===== src/rtl/core/spp_pkg.sv =====
package spp_pkg;

    localparam int ADDR_W       = 48;
    localparam int PAGE_W       = 48;
    localparam int PRED_W       = 49;
    localparam int CONF_W       = 8;
    localparam int KIND_W       = 2;
    localparam int SHIFT_W      = 6;
    localparam int LOOK_W       = 5;
    localparam int APB_DATA_W   = 32;
    localparam int APB_ADDR_W   = 4;

    localparam int DEF_MAX_LOOKAHEAD = 16;
    localparam int DEF_STRIDE_LIMIT  = 256;

    localparam logic [KIND_W-1:0] KIND_RANDOM  = 2'd0;
    localparam logic [KIND_W-1:0] KIND_SEQ     = 2'd1;
    localparam logic [KIND_W-1:0] KIND_STRIDED = 2'd2;

    localparam logic [1:0] REG_PAGE_SHIFT = 2'd0;
    localparam logic [1:0] REG_MIN_CONF   = 2'd1;
    localparam logic [1:0] REG_LOOKAHEAD  = 2'd2;

    localparam logic [SHIFT_W-1:0] RST_PAGE_SHIFT = 6'd12;
    localparam logic [CONF_W-1:0]  RST_MIN_CONF   = 8'd2;
    localparam logic [LOOK_W-1:0]  RST_LOOKAHEAD  = 5'd4;

    typedef struct packed {
        logic [SHIFT_W-1:0] page_shift;
        logic [CONF_W-1:0]  conf_thresh;
        logic [LOOK_W-1:0]  lookahead;
    } t_cfg;

    typedef struct packed {
        logic [KIND_W-1:0] kind;
        logic [CONF_W-1:0] confidence;
    } t_pat;

endpackage


===== src/rtl/core/spp_ifs.sv =====
interface spp_in_if;
    import spp_pkg::*;

    logic              valid;
    logic              ready;
    logic [ADDR_W-1:0] access_address;

    modport source (output valid, output access_address, input ready);
    modport sink   (input valid, input access_address, output ready);
endinterface

interface spp_out_if;
    import spp_pkg::*;

    logic              valid;
    logic              ready;
    logic [PRED_W-1:0] predicted_page;
    logic              has_prediction;
    logic [KIND_W-1:0] pattern_kind;
    logic [CONF_W-1:0] confidence_level;
    logic              last_of_run;

    modport source (output valid, output predicted_page, output has_prediction,
                    output pattern_kind, output confidence_level, output last_of_run,
                    input ready);
    modport sink   (input valid, input predicted_page, input has_prediction,
                    input pattern_kind, input confidence_level, input last_of_run,
                    output ready);
endinterface


===== src/rtl/core/spp_cfg_regs.sv =====
module spp_cfg_regs (
    input  logic                               i_clk,
    input  logic                               i_rst_n,
    input  logic                               psel,
    input  logic                               penable,
    input  logic                               pwrite,
    input  logic [spp_pkg::APB_ADDR_W-1:0]     paddr,
    input  logic [spp_pkg::APB_DATA_W-1:0]     pwdata,
    output logic [spp_pkg::APB_DATA_W-1:0]     prdata,
    output logic                               pready,
    output spp_pkg::t_cfg                      o_cfg
);
    import spp_pkg::*;

    t_cfg       r_cfg;
    t_cfg       n_cfg;
    logic [1:0] reg_idx;
    logic       wr_en;

    assign reg_idx = paddr[3:2];
    assign pready  = 1'b1;
    assign wr_en   = psel && penable && pwrite && pready;

    always_comb begin
        n_cfg = r_cfg;
        if (wr_en) begin
            unique case (reg_idx)
                REG_PAGE_SHIFT: n_cfg.page_shift  = pwdata[SHIFT_W-1:0];
                REG_MIN_CONF:   n_cfg.conf_thresh = pwdata[CONF_W-1:0];
                REG_LOOKAHEAD:  n_cfg.lookahead   = pwdata[LOOK_W-1:0];
                default:        n_cfg = r_cfg;
            endcase
        end
    end

    always_ff @(posedge i_clk) begin
        if (!i_rst_n) begin
            r_cfg.page_shift  <= RST_PAGE_SHIFT;
            r_cfg.conf_thresh <= RST_MIN_CONF;
            r_cfg.lookahead   <= RST_LOOKAHEAD;
        end else begin
            r_cfg <= n_cfg;
        end
    end

    always_comb begin
        unique case (reg_idx)
            REG_PAGE_SHIFT: prdata = APB_DATA_W'(r_cfg.page_shift);
            REG_MIN_CONF:   prdata = APB_DATA_W'(r_cfg.conf_thresh);
            REG_LOOKAHEAD:  prdata = APB_DATA_W'(r_cfg.lookahead);
            default:        prdata = '0;
        endcase
    end

    assign o_cfg = r_cfg;
endmodule


===== src/rtl/core/spp_tracker.sv =====
module spp_tracker #(
    parameter int MAX_LOOKAHEAD = spp_pkg::DEF_MAX_LOOKAHEAD,
    parameter int STRIDE_LIMIT  = spp_pkg::DEF_STRIDE_LIMIT,
    localparam int SW = $clog2(STRIDE_LIMIT),
    localparam int CW = $clog2(MAX_LOOKAHEAD + 1)
) (
    input  logic                          i_clk,
    input  logic                          i_rst_n,
    input  spp_pkg::t_cfg                 i_cfg,
    spp_in_if.sink                        i_acc,
    input  logic                          i_load_ok,
    output logic                          o_desc_valid,
    output logic [spp_pkg::PAGE_W-1:0]    o_page,
    output logic [SW-1:0]                 o_stride,
    output logic [CW-1:0]                 o_count,
    output spp_pkg::t_pat                 o_pat
);
    import spp_pkg::*;

    logic              r_in_valid;
    logic [PAGE_W-1:0] r_page;

    logic              r_have;
    logic [PAGE_W-1:0] r_prev;
    logic [KIND_W-1:0] r_kind;
    logic [SW-1:0]     r_stride;
    logic [CONF_W-1:0] r_conf;

    logic [KIND_W-1:0] n_kind;
    logic [SW-1:0]     n_stride;
    logic [CONF_W-1:0] n_conf;
    logic [CONF_W-1:0] conf_inc;
    logic [CONF_W-1:0] conf_dec;

    logic [PRED_W-1:0] diff;
    logic              d_one;
    logic              d_zero;
    logic              d_stride;
    logic              consume;
    logic              predict;

    assign consume     = r_in_valid && i_load_ok;
    assign i_acc.ready = !r_in_valid || consume;

    // page index is formed on capture; shifts of 48 or more give page 0
    always_ff @(posedge i_clk) begin
        if (!i_rst_n) begin
            r_in_valid <= 1'b0;
        end else if (i_acc.ready) begin
            r_in_valid <= i_acc.valid;
        end
        if (i_acc.ready && i_acc.valid) begin
            r_page <= i_acc.access_address >> i_cfg.page_shift;
        end
    end

    assign diff     = {1'b0, r_page} - {1'b0, r_prev};
    assign d_one    = (diff == PRED_W'(1));
    assign d_zero   = (diff == '0);
    assign d_stride = !diff[PRED_W-1] && (diff >= PRED_W'(2)) &&
                      (diff < PRED_W'(STRIDE_LIMIT));
    assign conf_inc = (r_conf == '1) ? r_conf : r_conf + CONF_W'(1);
    assign conf_dec = (r_conf > CONF_W'(2)) ? r_conf - CONF_W'(2) : '0;

    always_comb begin
        n_kind   = r_kind;
        n_stride = r_stride;
        n_conf   = r_conf;
        if (r_have) begin
            priority if (d_one) begin
                if (r_kind == KIND_SEQ) begin
                    n_conf = conf_inc;
                end else begin
                    n_kind   = KIND_SEQ;
                    n_conf   = CONF_W'(1);
                    n_stride = SW'(1);
                end
            end else if (d_stride) begin
                if (r_kind == KIND_STRIDED && diff[SW-1:0] == r_stride) begin
                    n_conf = conf_inc;
                end else begin
                    n_kind   = KIND_STRIDED;
                    n_stride = diff[SW-1:0];
                    n_conf   = CONF_W'(1);
                end
            end else if (!d_zero) begin
                // backward or long jump: decay, fall back to random when weak
                n_conf = conf_dec;
                if (conf_dec < i_cfg.conf_thresh) begin
                    n_kind = KIND_RANDOM;
                end
            end else begin
                // same page: pattern held
                n_kind = r_kind;
            end
        end
    end

    always_ff @(posedge i_clk) begin
        if (!i_rst_n) begin
            r_have   <= 1'b0;
            r_prev   <= '0;
            r_kind   <= KIND_RANDOM;
            r_stride <= '0;
            r_conf   <= '0;
        end else if (consume) begin
            r_have   <= 1'b1;
            r_prev   <= r_page;
            r_kind   <= n_kind;
            r_stride <= n_stride;
            r_conf   <= n_conf;
        end
    end

    assign predict = (n_conf >= i_cfg.conf_thresh) && (n_kind != KIND_RANDOM);

    always_comb begin
        if (!predict) begin
            o_count = '0;
        end else if (int'(i_cfg.lookahead) > MAX_LOOKAHEAD) begin
            o_count = CW'(MAX_LOOKAHEAD);
        end else begin
            o_count = CW'(i_cfg.lookahead);
        end
    end

    assign o_desc_valid   = r_in_valid;
    assign o_page         = r_page;
    assign o_stride       = n_stride;
    assign o_pat.kind       = n_kind;
    assign o_pat.confidence = n_conf;
endmodule


===== src/rtl/core/spp_emitter.sv =====
module spp_emitter #(
    parameter int MAX_LOOKAHEAD = spp_pkg::DEF_MAX_LOOKAHEAD,
    parameter int STRIDE_LIMIT  = spp_pkg::DEF_STRIDE_LIMIT,
    localparam int SW = $clog2(STRIDE_LIMIT),
    localparam int CW = $clog2(MAX_LOOKAHEAD + 1)
) (
    input  logic                          i_clk,
    input  logic                          i_rst_n,
    input  logic                          i_desc_valid,
    input  logic [spp_pkg::PAGE_W-1:0]    i_page,
    input  logic [SW-1:0]                 i_stride,
    input  logic [CW-1:0]                 i_count,
    input  spp_pkg::t_pat                 i_pat,
    output logic                          o_load_ok,
    spp_out_if.source                     o_pred
);
    import spp_pkg::*;

    logic              r_run_valid;
    logic [PRED_W-1:0] r_acc;
    logic [SW-1:0]     r_stride;
    logic [CW-1:0]     r_rem;
    logic              r_has;
    t_pat              r_pat;

    logic              r_out_valid;
    logic [PRED_W-1:0] r_out_page;
    logic              r_out_has;
    t_pat              r_out_pat;
    logic              r_out_last;

    logic              out_free;
    logic              fire;
    logic              last;
    logic              load;
    logic [PRED_W-1:0] n_acc;

    assign out_free  = !r_out_valid || o_pred.ready;
    assign fire      = r_run_valid && out_free;
    assign last      = (r_rem == CW'(1));
    assign o_load_ok = !r_run_valid || (fire && last);
    assign load      = o_load_ok && i_desc_valid;
    assign n_acc     = r_acc + PRED_W'(r_stride);

    always_ff @(posedge i_clk) begin
        if (!i_rst_n) begin
            r_run_valid <= 1'b0;
        end else if (load) begin
            r_run_valid <= 1'b1;
        end else if (fire && last) begin
            r_run_valid <= 1'b0;
        end
        if (load) begin
            r_acc    <= PRED_W'(i_page);
            r_stride <= i_stride;
            // a status-only request still takes one result slot
            r_rem    <= (i_count == '0) ? CW'(1) : i_count;
            r_has    <= (i_count != '0);
            r_pat    <= i_pat;
        end else if (fire) begin
            r_acc <= n_acc;
            r_rem <= r_rem - CW'(1);
        end
    end

    always_ff @(posedge i_clk) begin
        if (!i_rst_n) begin
            r_out_valid <= 1'b0;
        end else if (fire) begin
            r_out_valid <= 1'b1;
        end else if (o_pred.ready) begin
            r_out_valid <= 1'b0;
        end
        if (fire) begin
            r_out_page <= r_has ? n_acc : '0;
            r_out_has  <= r_has;
            r_out_pat  <= r_pat;
            r_out_last <= last;
        end
    end

    assign o_pred.valid            = r_out_valid;
    assign o_pred.predicted_page   = r_out_page;
    assign o_pred.has_prediction   = r_out_has;
    assign o_pred.pattern_kind     = r_out_pat.kind;
    assign o_pred.confidence_level = r_out_pat.confidence;
    assign o_pred.last_of_run      = r_out_last;
endmodule


===== src/rtl/core/stride_page_prefetcher_unit.sv =====
// An accepted request is registered in the tracker and loaded into the output
//   sequencer, which registers one result per cycle unless o_pred.ready
//   is low, max(1, min(lookahead, MAX_LOOKAHEAD)) results per request, 1 for
//   status-only. Next request is taken while results are still being drained.
// Reset (i_rst_n, synchronous, active low) clears the pattern state and
//   loads page_shift 12, confidence threshold 2, lookahead 4.
module stride_page_prefetcher_unit #(
    parameter int MAX_LOOKAHEAD = spp_pkg::DEF_MAX_LOOKAHEAD,
    parameter int STRIDE_LIMIT  = spp_pkg::DEF_STRIDE_LIMIT
) (
    input  logic                           i_clk,
    input  logic                           i_rst_n,
    input  logic                           psel,
    input  logic                           penable,
    input  logic                           pwrite,
    input  logic [spp_pkg::APB_ADDR_W-1:0] paddr,
    input  logic [spp_pkg::APB_DATA_W-1:0] pwdata,
    output logic [spp_pkg::APB_DATA_W-1:0] prdata,
    output logic                           pready,
    spp_in_if.sink                         i_acc,
    spp_out_if.source                      o_pred
);
    import spp_pkg::*;

    localparam int SW = $clog2(STRIDE_LIMIT);
    localparam int CW = $clog2(MAX_LOOKAHEAD + 1);

    t_cfg              cfg;
    logic              load_ok;
    logic              desc_valid;
    logic [PAGE_W-1:0] desc_page;
    logic [SW-1:0]     desc_stride;
    logic [CW-1:0]     desc_count;
    t_pat              desc_pat;

    spp_cfg_regs u_cfg (
        .i_clk   (i_clk),
        .i_rst_n (i_rst_n),
        .psel    (psel),
        .penable (penable),
        .pwrite  (pwrite),
        .paddr   (paddr),
        .pwdata  (pwdata),
        .prdata  (prdata),
        .pready  (pready),
        .o_cfg   (cfg)
    );

    spp_tracker #(
        .MAX_LOOKAHEAD (MAX_LOOKAHEAD),
        .STRIDE_LIMIT  (STRIDE_LIMIT)
    ) u_tracker (
        .i_clk        (i_clk),
        .i_rst_n      (i_rst_n),
        .i_cfg        (cfg),
        .i_acc        (i_acc),
        .i_load_ok    (load_ok),
        .o_desc_valid (desc_valid),
        .o_page       (desc_page),
        .o_stride     (desc_stride),
        .o_count      (desc_count),
        .o_pat        (desc_pat)
    );

    spp_emitter #(
        .MAX_LOOKAHEAD (MAX_LOOKAHEAD),
        .STRIDE_LIMIT  (STRIDE_LIMIT)
    ) u_emitter (
        .i_clk        (i_clk),
        .i_rst_n      (i_rst_n),
        .i_desc_valid (desc_valid),
        .i_page       (desc_page),
        .i_stride     (desc_stride),
        .i_count      (desc_count),
        .i_pat        (desc_pat),
        .o_load_ok    (load_ok),
        .o_pred       (o_pred)
    );
endmodule

===== src/flat_wrapper.sv =====
// flat-port wrapper written by rule: the top's interface ports become plain ports
module stride_page_prefetcher_unit_flat import spp_pkg::*;
#(
    parameter int MAX_LOOKAHEAD = spp_pkg::DEF_MAX_LOOKAHEAD,
    parameter int STRIDE_LIMIT  = spp_pkg::DEF_STRIDE_LIMIT
)
  (i_clk, i_rst_n, psel, penable, pwrite, paddr, pwdata, prdata, pready, i_acc_valid, i_acc_access_address, i_acc_ready, o_pred_valid, o_pred_predicted_page, o_pred_has_prediction, o_pred_pattern_kind, o_pred_confidence_level, o_pred_last_of_run, o_pred_ready);
  spp_in_if i_acc_i ();
  spp_out_if o_pred_i ();
  input  logic i_clk;
  input  logic i_rst_n;
  input  logic psel;
  input  logic penable;
  input  logic pwrite;
  input  logic [spp_pkg::APB_ADDR_W-1:0] paddr;
  input  logic [spp_pkg::APB_DATA_W-1:0] pwdata;
  output logic [spp_pkg::APB_DATA_W-1:0] prdata;
  output logic pready;
  input wire logic [$bits(i_acc_i.valid)-1:0] i_acc_valid;
  input wire logic [$bits(i_acc_i.access_address)-1:0] i_acc_access_address;
  output wire logic [$bits(i_acc_i.ready)-1:0] i_acc_ready;
  output wire logic [$bits(o_pred_i.valid)-1:0] o_pred_valid;
  output wire logic [$bits(o_pred_i.predicted_page)-1:0] o_pred_predicted_page;
  output wire logic [$bits(o_pred_i.has_prediction)-1:0] o_pred_has_prediction;
  output wire logic [$bits(o_pred_i.pattern_kind)-1:0] o_pred_pattern_kind;
  output wire logic [$bits(o_pred_i.confidence_level)-1:0] o_pred_confidence_level;
  output wire logic [$bits(o_pred_i.last_of_run)-1:0] o_pred_last_of_run;
  input wire logic [$bits(o_pred_i.ready)-1:0] o_pred_ready;
  assign i_acc_i.valid = i_acc_valid;
  assign i_acc_i.access_address = i_acc_access_address;
  assign i_acc_ready = i_acc_i.ready;
  assign o_pred_valid = o_pred_i.valid;
  assign o_pred_predicted_page = o_pred_i.predicted_page;
  assign o_pred_has_prediction = o_pred_i.has_prediction;
  assign o_pred_pattern_kind = o_pred_i.pattern_kind;
  assign o_pred_confidence_level = o_pred_i.confidence_level;
  assign o_pred_last_of_run = o_pred_i.last_of_run;
  assign o_pred_i.ready = o_pred_ready;
  stride_page_prefetcher_unit #(.MAX_LOOKAHEAD(MAX_LOOKAHEAD), .STRIDE_LIMIT(STRIDE_LIMIT)) u_core (.i_clk(i_clk), .i_rst_n(i_rst_n), .psel(psel), .penable(penable), .pwrite(pwrite), .paddr(paddr), .pwdata(pwdata), .prdata(prdata), .pready(pready), .i_acc(i_acc_i), .o_pred(o_pred_i));
endmodule

===== config.mk =====
export PLATFORM = sky130hd
export DESIGN_NAME = stride_page_prefetcher_unit_flat
export DESIGN_NICKNAME = d
export VERILOG_FILES = /design/src/rtl/core/spp_pkg.sv /design/src/rtl/core/spp_ifs.sv /design/src/rtl/core/spp_cfg_regs.sv /design/src/rtl/core/spp_tracker.sv /design/src/rtl/core/spp_emitter.sv /design/src/rtl/core/stride_page_prefetcher_unit.sv /design/src/flat_wrapper.sv
export SDC_FILE = /design/constraint.sdc
export NUM_CORES = 1
export LEC_CHECK = 0
export ABC_AREA = 0
export BUFFER_PORTS_ARGS = -buffer_cell sky130_fd_sc_hd__clkbuf_2
export CORE_UTILIZATION = 34
export DETAILED_ROUTE_END_ITERATION = 12
export PLACE_DENSITY = 0.54
export SETUP_SLACK_MARGIN = 0.3
export SLEW_MARGIN = 10
export SYNTH_ARGS = -nofsm -noshare
export SYNTH_HDL_FRONTEND = slang
export SYNTH_SLANG_ARGS = --single-unit

===== constraint.sdc =====
create_clock -name i_clk -period 6.7 [get_ports i_clk]
set_clock_uncertainty 0.1 [all_clocks]
set_input_delay 1.005 -clock i_clk [delete_from_list [all_inputs] [get_ports i_clk]]
set_output_delay 1.005 -clock i_clk [all_outputs]
set_load 0.01 [all_outputs]

==> impl_results.md, run 1 <==
* Worst-margin pin slew at 1.10 ns
* Die Y at 234 um
* Post-Place Worst Slack at 0.0903 ns
* CTS tree: built
* First-pass GRT wire length at 86900 um
* CTS H-tree lvls at 1
* Hold_ws at 0.322 ns
* Reg2reg setup slack at 0.34 ns
* Setup ws final at 0.338 ns
* Initial detailed-routing violation count at 1116
* Critical path origin: u_core.u_tracker.o_page[6]
* CP max FO at 6
* Power per cell area at 223 nW/um2
* Routed len/inst at 18.6 um
* Grt ovf at 0
* # setup viols final at 0
* Synth area leaders: edfxtp_1 30%, dfxtp_1 9.8%, nand2_1 6.3%, a21oi_1 5.6%, ha_1 5.3%
* Num CTS Buffers at 29
* Pre-Repair DR Iteration Count at 9
* Post-route antenna net violation count at 0
* Failing checks: design-rule violations
* CP max stage cell: a2111o_1
* Crit path kind: register to register
* Minimum clock period at 6.36 ns
* I/O pin total at 187
* Width of the chip at 234 um
* Commonest non-fill, non-tap cell in the layout: nand2_1
* Synthesis warning total at 0
* Post-DP HPWL at 44200 um
* Pins Over Slew Limit at 0
* Fill count at 5316
* Cell depth of the worst flop-to-flop path at 28
* Hold Crit Class: register to register
* Register bit count reported by yosys at 271
* Register area at 7240 um2
* Crit path top cell by count: nand2b_1
* Row cnt at 84
* Syn_area_per_cell at 8.73 um2
* Max Fclk at 157 MHz
* Post-synth EDFFs at 181
* Total track usage at 20.3%
* Hold Path Stages at 0
* # DRC at 20
* Core Region at 52900 um2
* RSZ-0062 raised after global routing: true
* Post-synth top area share at 29.7%
* Layout cells sized above 1 at 22.0%
* Synth Instances at 2095
* Root Driver: clkbuf_16
* Asr flop ratio synth at 0%
* Ys flop type: edfxtp_1
* Final nets at 2482
* Post-route setup TNS at 0 ns
* Reg clk slew, reported paths at 0.07 ns
* Slew headroom at 26.4%
* Clk Latency, worst-skew pair at 0.58 ns
* Number of global-route vias before repair at 15400
* Critical Path Max Stage Delay at 0.58 ns
* CP Capture Type: register
* Library cells used by synthesis at 93
* Synthesized cell area at 18300 um2
* Port Buffer Count at 135
* Status: finished, violations left
* Period utilization at 95.0%
* Largest net degree at the start of global routing at 75
* Via density at 5.32
* CTS max path bufs at 3
* Final Hold Vio Count at 0
* CTS Sinks at 271
* Area Growth Syn to Fin at 20.2%
* Via Count at 16100
* GP Congestion at 0.939
* Maxcap violations at 0
* Leak at 8.34 nW
* Reg-to-Reg Start: u_core.u_tracker.o_page[6]
* End point of the critical path: u_core.u_emitter.r_rem[2]
* Final wirelength at 56100 um
* Area of the multi-input gates at 10700 um2
* Critical Path Start Type: register
* Antenna violations before repair at 0
* Antenna cells at 0
* Starting density of the core at 34.6%
* Final Core Density at 41.6%
* Yosys top cell by area: edfxtp_1
* Register area share after synthesis at 39.6%
* Critical Path RT at 7.01 ns
* Crit path DAT at 6.68 ns
* Peak supply drop at 211 uV
* DIE AREA at 54700 um2
* Most frequent cells in the layout: 308 x nand2_1, 249 x nor2_1, 182 x a21oi_1
* Crit Reg-Reg Endpoint: u_core.u_emitter.r_rem[2]
area by class of cell:
| cell class | count | area share, % |
|---|---|---|
| timing repair buffer | 299 | 8.87 |
| multi-input combinational | 1618 | 48.4 |
| tap | 688 | 3.92 |
| sequential | 271 | 32.9 |
| clock inverter | 17 | 0.672 |
| clock buffer | 37 | 3.57 |
| inverter | 93 | 1.59 |
stage by stage:
| stage | std cells | total power [mW] | instance area (um2) |
|---|---|---|---|
| detailed placement | 2943 | 3.28 | 20400 |
| global route | 3023 | 5.16 | 22000 |
| global placement | 2943 | 3.26 | 20400 |
| CTS | 3012 | 4.89 | 21600 |
| floorplan | 2118 | 2.82 | 18400 |
| finish | 3023 | 4.90 | 22000 |
critical path, delay by kind of cell, from the launching register on:
kind / cells / cell delay (ns)
buffers and inverters: 5 / 0.65
multiplexers: 1 / 0.07
adder cells (fa/ha/maj): 2 / 0.63
flip-flops: 1 / 0.51
AO/OA/AOI/OAI: 9 / 1.62
AND/OR/NAND/NOR: 11 / 2.59
metal layers:
metal,wire length [um],vias to the layer above,track usage [%]
met5,0,-,0
met4,1070,0,4.79
met3,2210,61,1.73
met2,25200,369,32.6
met1,27700,7708,29.4
li1,-,7938,-
sequential cells by signal, indices dropped and copies added (netlist names), 2 cells and up:
register	count
u_core.u_tracker.r_conf	8
u_core.u_tracker.r_prev	48
u_core.u_emitter.o_pred.predicted_page	49
u_core.u_emitter.o_pred.confidence_level	8
u_core.u_emitter.r_acc	49
u_core.u_tracker.o_page	48
u_core.u_emitter.r_pat	10
u_core.u_emitter.r_stride	8
u_core.u_cfg.o_cfg	19
u_core.u_tracker.r_stride	8
u_core.u_emitter.o_pred.pattern_kind	2
u_core.u_emitter.r_rem	5
u_core.u_tracker.r_kind	2
logic make-up (layout without fill, tap and decap cells):
family | Yosys count | count (layout) | share of synthesized area [%]
compound gates | 516 | 516 | 17.3
xor+xnor | 87 | 87 | 4.16
fa+ha+maj | 79 | 79 | 5.48
buf+inv | 229 | 446 | 5.32
flops | 271 | 271 | 39.6
mux | 108 | 108 | 8.27
other cells | 2 | 25 | 0.0410
simple gates | 803 | 803 | 19.9
cell usage after synthesis, types with 28 or more instances:
cell type,number
mux2i_1,59
dfxtp_1,90
mux4_2,33
nor2_1,253
xor2_1,43
ha_1,77
a21oi_1,205
nand4_1,28
clkbuf_1,87
o21ai_0,102
xnor2_1,44
nand2_1,309
edfxtp_1,181
and3_1,28
nand3_1,49
inv_1,88
report_power, final:
| group | internal, mW | leakage [nW] | switching [mW] |
|---|---|---|---|
| sequential | 1.94 | 2.47 | 0.0905 |
| combinational | 0.538 | 5.43 | 0.764 |
| clock | 0.877 | 0.445 | 0.689 |
| total | 3.36 | 8.34 | 1.54 |
worst min-delay path by stage:
stage                                    from                                     endpoint  slack, ns
CTS                 u_core.u_emitter.r_pat[5]  u_core.u_emitter.o_pred.confidence_level[5]       0.32
finish              u_core.u_emitter.r_pat[5]  u_core.u_emitter.o_pred.confidence_level[5]       0.32
detailed placement  u_core.u_emitter.r_pat[5]  u_core.u_emitter.o_pred.confidence_level[5]       0.31
global route        u_core.u_emitter.r_pat[5]  u_core.u_emitter.o_pred.confidence_level[5]       0.33
global placement    u_core.u_emitter.r_pat[2]  u_core.u_emitter.o_pred.confidence_level[2]       0.30
floorplan           u_core.u_emitter.r_pat[0]  u_core.u_emitter.o_pred.confidence_level[0]       0.30
what timing repair did:
| item | in CTS | in global routing |
|---|---|---|
| pin swaps | 17 | 35 |
| gates cloned | 0 | 0 |
| setup buffers | 15 | 11 |
| resized for setup | 41 | 60 |
| hold buffers | 0 | 0 |
| setup endpoints to repair | 6 | 6 |
(Power assumes the default switching activity.)
==> run 2: changes to the inputs <==
CORE_MARGIN = 2   (was not set)
CTS_BUF_LIST = sky130_fd_sc_hd__clkbuf_8   (was not set)
==> impl_results.md, run 2 (synthesized netlist as in run 1, its figures left out) <==
* Status: finished clean
* Setup ws final at 0.468 ns (+0.129 ns)
* Max Fclk at 160 MHz (+2.1%)
* Period utilization at 93.0% (-1.9 points)
* Number of global-route vias before repair at 15400 (+0.046%)
* Most frequent cells in the layout: 308 x nand2_1, 250 x nor2_1, 190 x a21oi_1
* # DRC at 0 (-100%)
* Reg clk slew, reported paths at 0.06 ns (about the same)
* Antenna violations before repair at 1 (+1)
* Width of the chip at 236 um (+0.85%)
* I/O pin total at 187 (unchanged)
* Largest net degree at the start of global routing at 83 (+11%)
* GP Congestion at 0.907 (-3.4%)
* Initial detailed-routing violation count at 1160 (+3.9%)
* Row cnt at 85 (+1.2%)
* RSZ-0062 raised after global routing: true
* Post-DP HPWL at 43600 um (-1.5%)
* Peak supply drop at 121 uV (-43%)
* Grt ovf at 0 (unchanged)
* Maxcap violations at 0 (unchanged)
* Final nets at 2481 (-0.040%)
* Crit path kind: register to register
* Pins Over Slew Limit at 0 (unchanged)
* Routed len/inst at 18.4 um (-0.78%)
* CP Capture Type: register
* Final wirelength at 56100 um (about the same)
* Clk Latency, worst-skew pair at 0.62 ns (+0.04 ns)
* Critical Path RT at 7.04 ns (+0.03 ns)
* Cell depth of the worst flop-to-flop path at 29 (+3.6%)
* Slew headroom at 28.0% (+1.6 points)
* CP max FO at 6 (unchanged)
* Total track usage at 19.7% (-0.63 points)
* Via density at 5.31 (-0.14%)
* CTS H-tree lvls at 2 (+1)
* Root Driver: clkbuf_8
* Starting density of the core at 34.2% (-0.41 points)
* Worst-margin pin slew at 1.07 ns (-0.0318 ns)
* DIE AREA at 55700 um2 (+1.7%)
* Pre-Repair DR Iteration Count at 6 (-3)
* Leak at 8.26 nW (-0.97%)
* Hold Path Stages at 0 (unchanged)
* Post-route antenna net violation count at 0 (unchanged)
* Layout cells sized above 1 at 22.1% (+0.17 points)
* CTS Sinks at 271 (unchanged)
* Core Region at 53500 um2 (+1.2%)
* Hold Crit Class: register to register
* First-pass GRT wire length at 87000 um (about the same)
* Num CTS Buffers at 47 (+62%)
* CTS tree: built
* CTS max path bufs at 3 (unchanged)
* Final Hold Vio Count at 0 (unchanged)
* Via Count at 16200 (+0.62%)
* Commonest non-fill, non-tap cell in the layout: nand2_1
* Post-Place Worst Slack at 0.117 ns (+0.0265 ns)
* Hold_ws at 0.317 ns (-0.00422 ns)
* Power per cell area at 219 nW/um2 (-1.7%)
* Area Growth Syn to Fin at 19.2%
* Crit path DAT at 6.57 ns (-0.11 ns)
* Post-route setup TNS at 0 ns (unchanged)
* Pwr Total at 4.78 mW (-2.6%)
* Port Buffer Count at 135 (unchanged)
* Critical Path Start Type: register
* Die Y at 236 um (+0.85%)
* Minimum clock period at 6.23 ns (-0.129 ns)
* Critical Path Max Stage Delay at 0.64 ns (+0.06 ns)
* # setup viols final at 0 (unchanged)
* CP max stage cell: or4b_2
run 2: cell types whose count changed in the layout (fill, tap and decap cells not counted), moves of 5 or more:
cell | before | now
clkbuf_8 | 3 | 49
clkbuf_16 | 29 | 0
buf_4 | 158 | 144
clkinv_1 | 5 | 15
a21oi_2 | 24 | 15
inv_1 | 88 | 97
a21oi_1 | 182 | 190
clkinv_2 | 4 | 12
clkbuf_1 | 5 | 0
o21ai_1 | 15 | 10
run 2: path summary, 6_finish.rpt:
check                           slack [ns]                                          end                        from
worst max register to register        0.47                    u_core.u_emitter.r_rem[2]  u_core.u_tracker.o_page[1]
worst min register to register        0.32  u_core.u_emitter.o_pred.confidence_level[1]   u_core.u_emitter.r_pat[1]
worst min-delay path                  0.32  u_core.u_emitter.o_pred.confidence_level[1]   u_core.u_emitter.r_pat[1]
worst max-delay path                  0.47                    u_core.u_emitter.r_rem[2]  u_core.u_tracker.o_page[1]
run 2: metal layers:
layer / GRT usage (%) / share of wire (%)
met1: 28.1 / 48
met2: 30.6 / 44
met3: 2.95 / 4.7
met4: 6.12 / 2.8
met5: 0 / 0
run 2: repair_timing:
| action | 4_1_cts | 5_1_grt |
|---|---|---|
| gates resized for setup | 22 | 84 |
| hold buffers | 0 | 0 |
| pin swaps | 8 | 30 |
| setup endpoints to repair | 6 | 6 |
| setup buffers | 3 | 28 |
run 2: layout make-up:
| cell class | count | area [um2] |
|---|---|---|
| antenna | 1 | 2.50 |
| clock buffer | 49 | 674 |
| clock inverter | 38 | 221 |
| fill | 5408 | 31700 |
| inverter | 93 | 349 |
| multi-input combinational | 1618 | 10700 |
| sequential | 271 | 7240 |
| tap | 696 | 871 |
| timing repair buffer | 280 | 1770 |
run 2: critical path, delay by kind of cell, from the launching register on:
| kind | cells | cell delay, ns |
|---|---|---|
| XOR/XNOR | 1 | 0.16 |
| AO/OA/AOI/OAI | 9 | 1.09 |
| adder cells (fa/ha/maj) | 2 | 0.76 |
| AND/OR/NAND/NOR | 14 | 3.09 |
| buffers and inverters | 3 | 0.37 |
| flip-flops | 1 | 0.52 |
run 2: report_power, final:
| part | switching (mW) | leakage (nW) | total, mW | internal [mW] |
|---|---|---|---|---|
| Combinational | 0.763 | 5.29 | 1.28 | 0.519 |
| Sequential | 0.0905 | 2.47 | 2.03 | 1.94 |
| Clock | 0.698 | 0.502 | 1.46 | 0.761 |
run 2: per-stage QoR:
step / cells / utilization, % / instance area, um2
floorplan: 2118 / - / 18400
global placement: 2927 / 37.7 / 20200
detailed placement: 2927 / 37.7 / 20200
CTS: 3017 / 39.6 / 21200
global route: 3046 / 40.8 / 21800
finish: 3046 / 40.8 / 21800
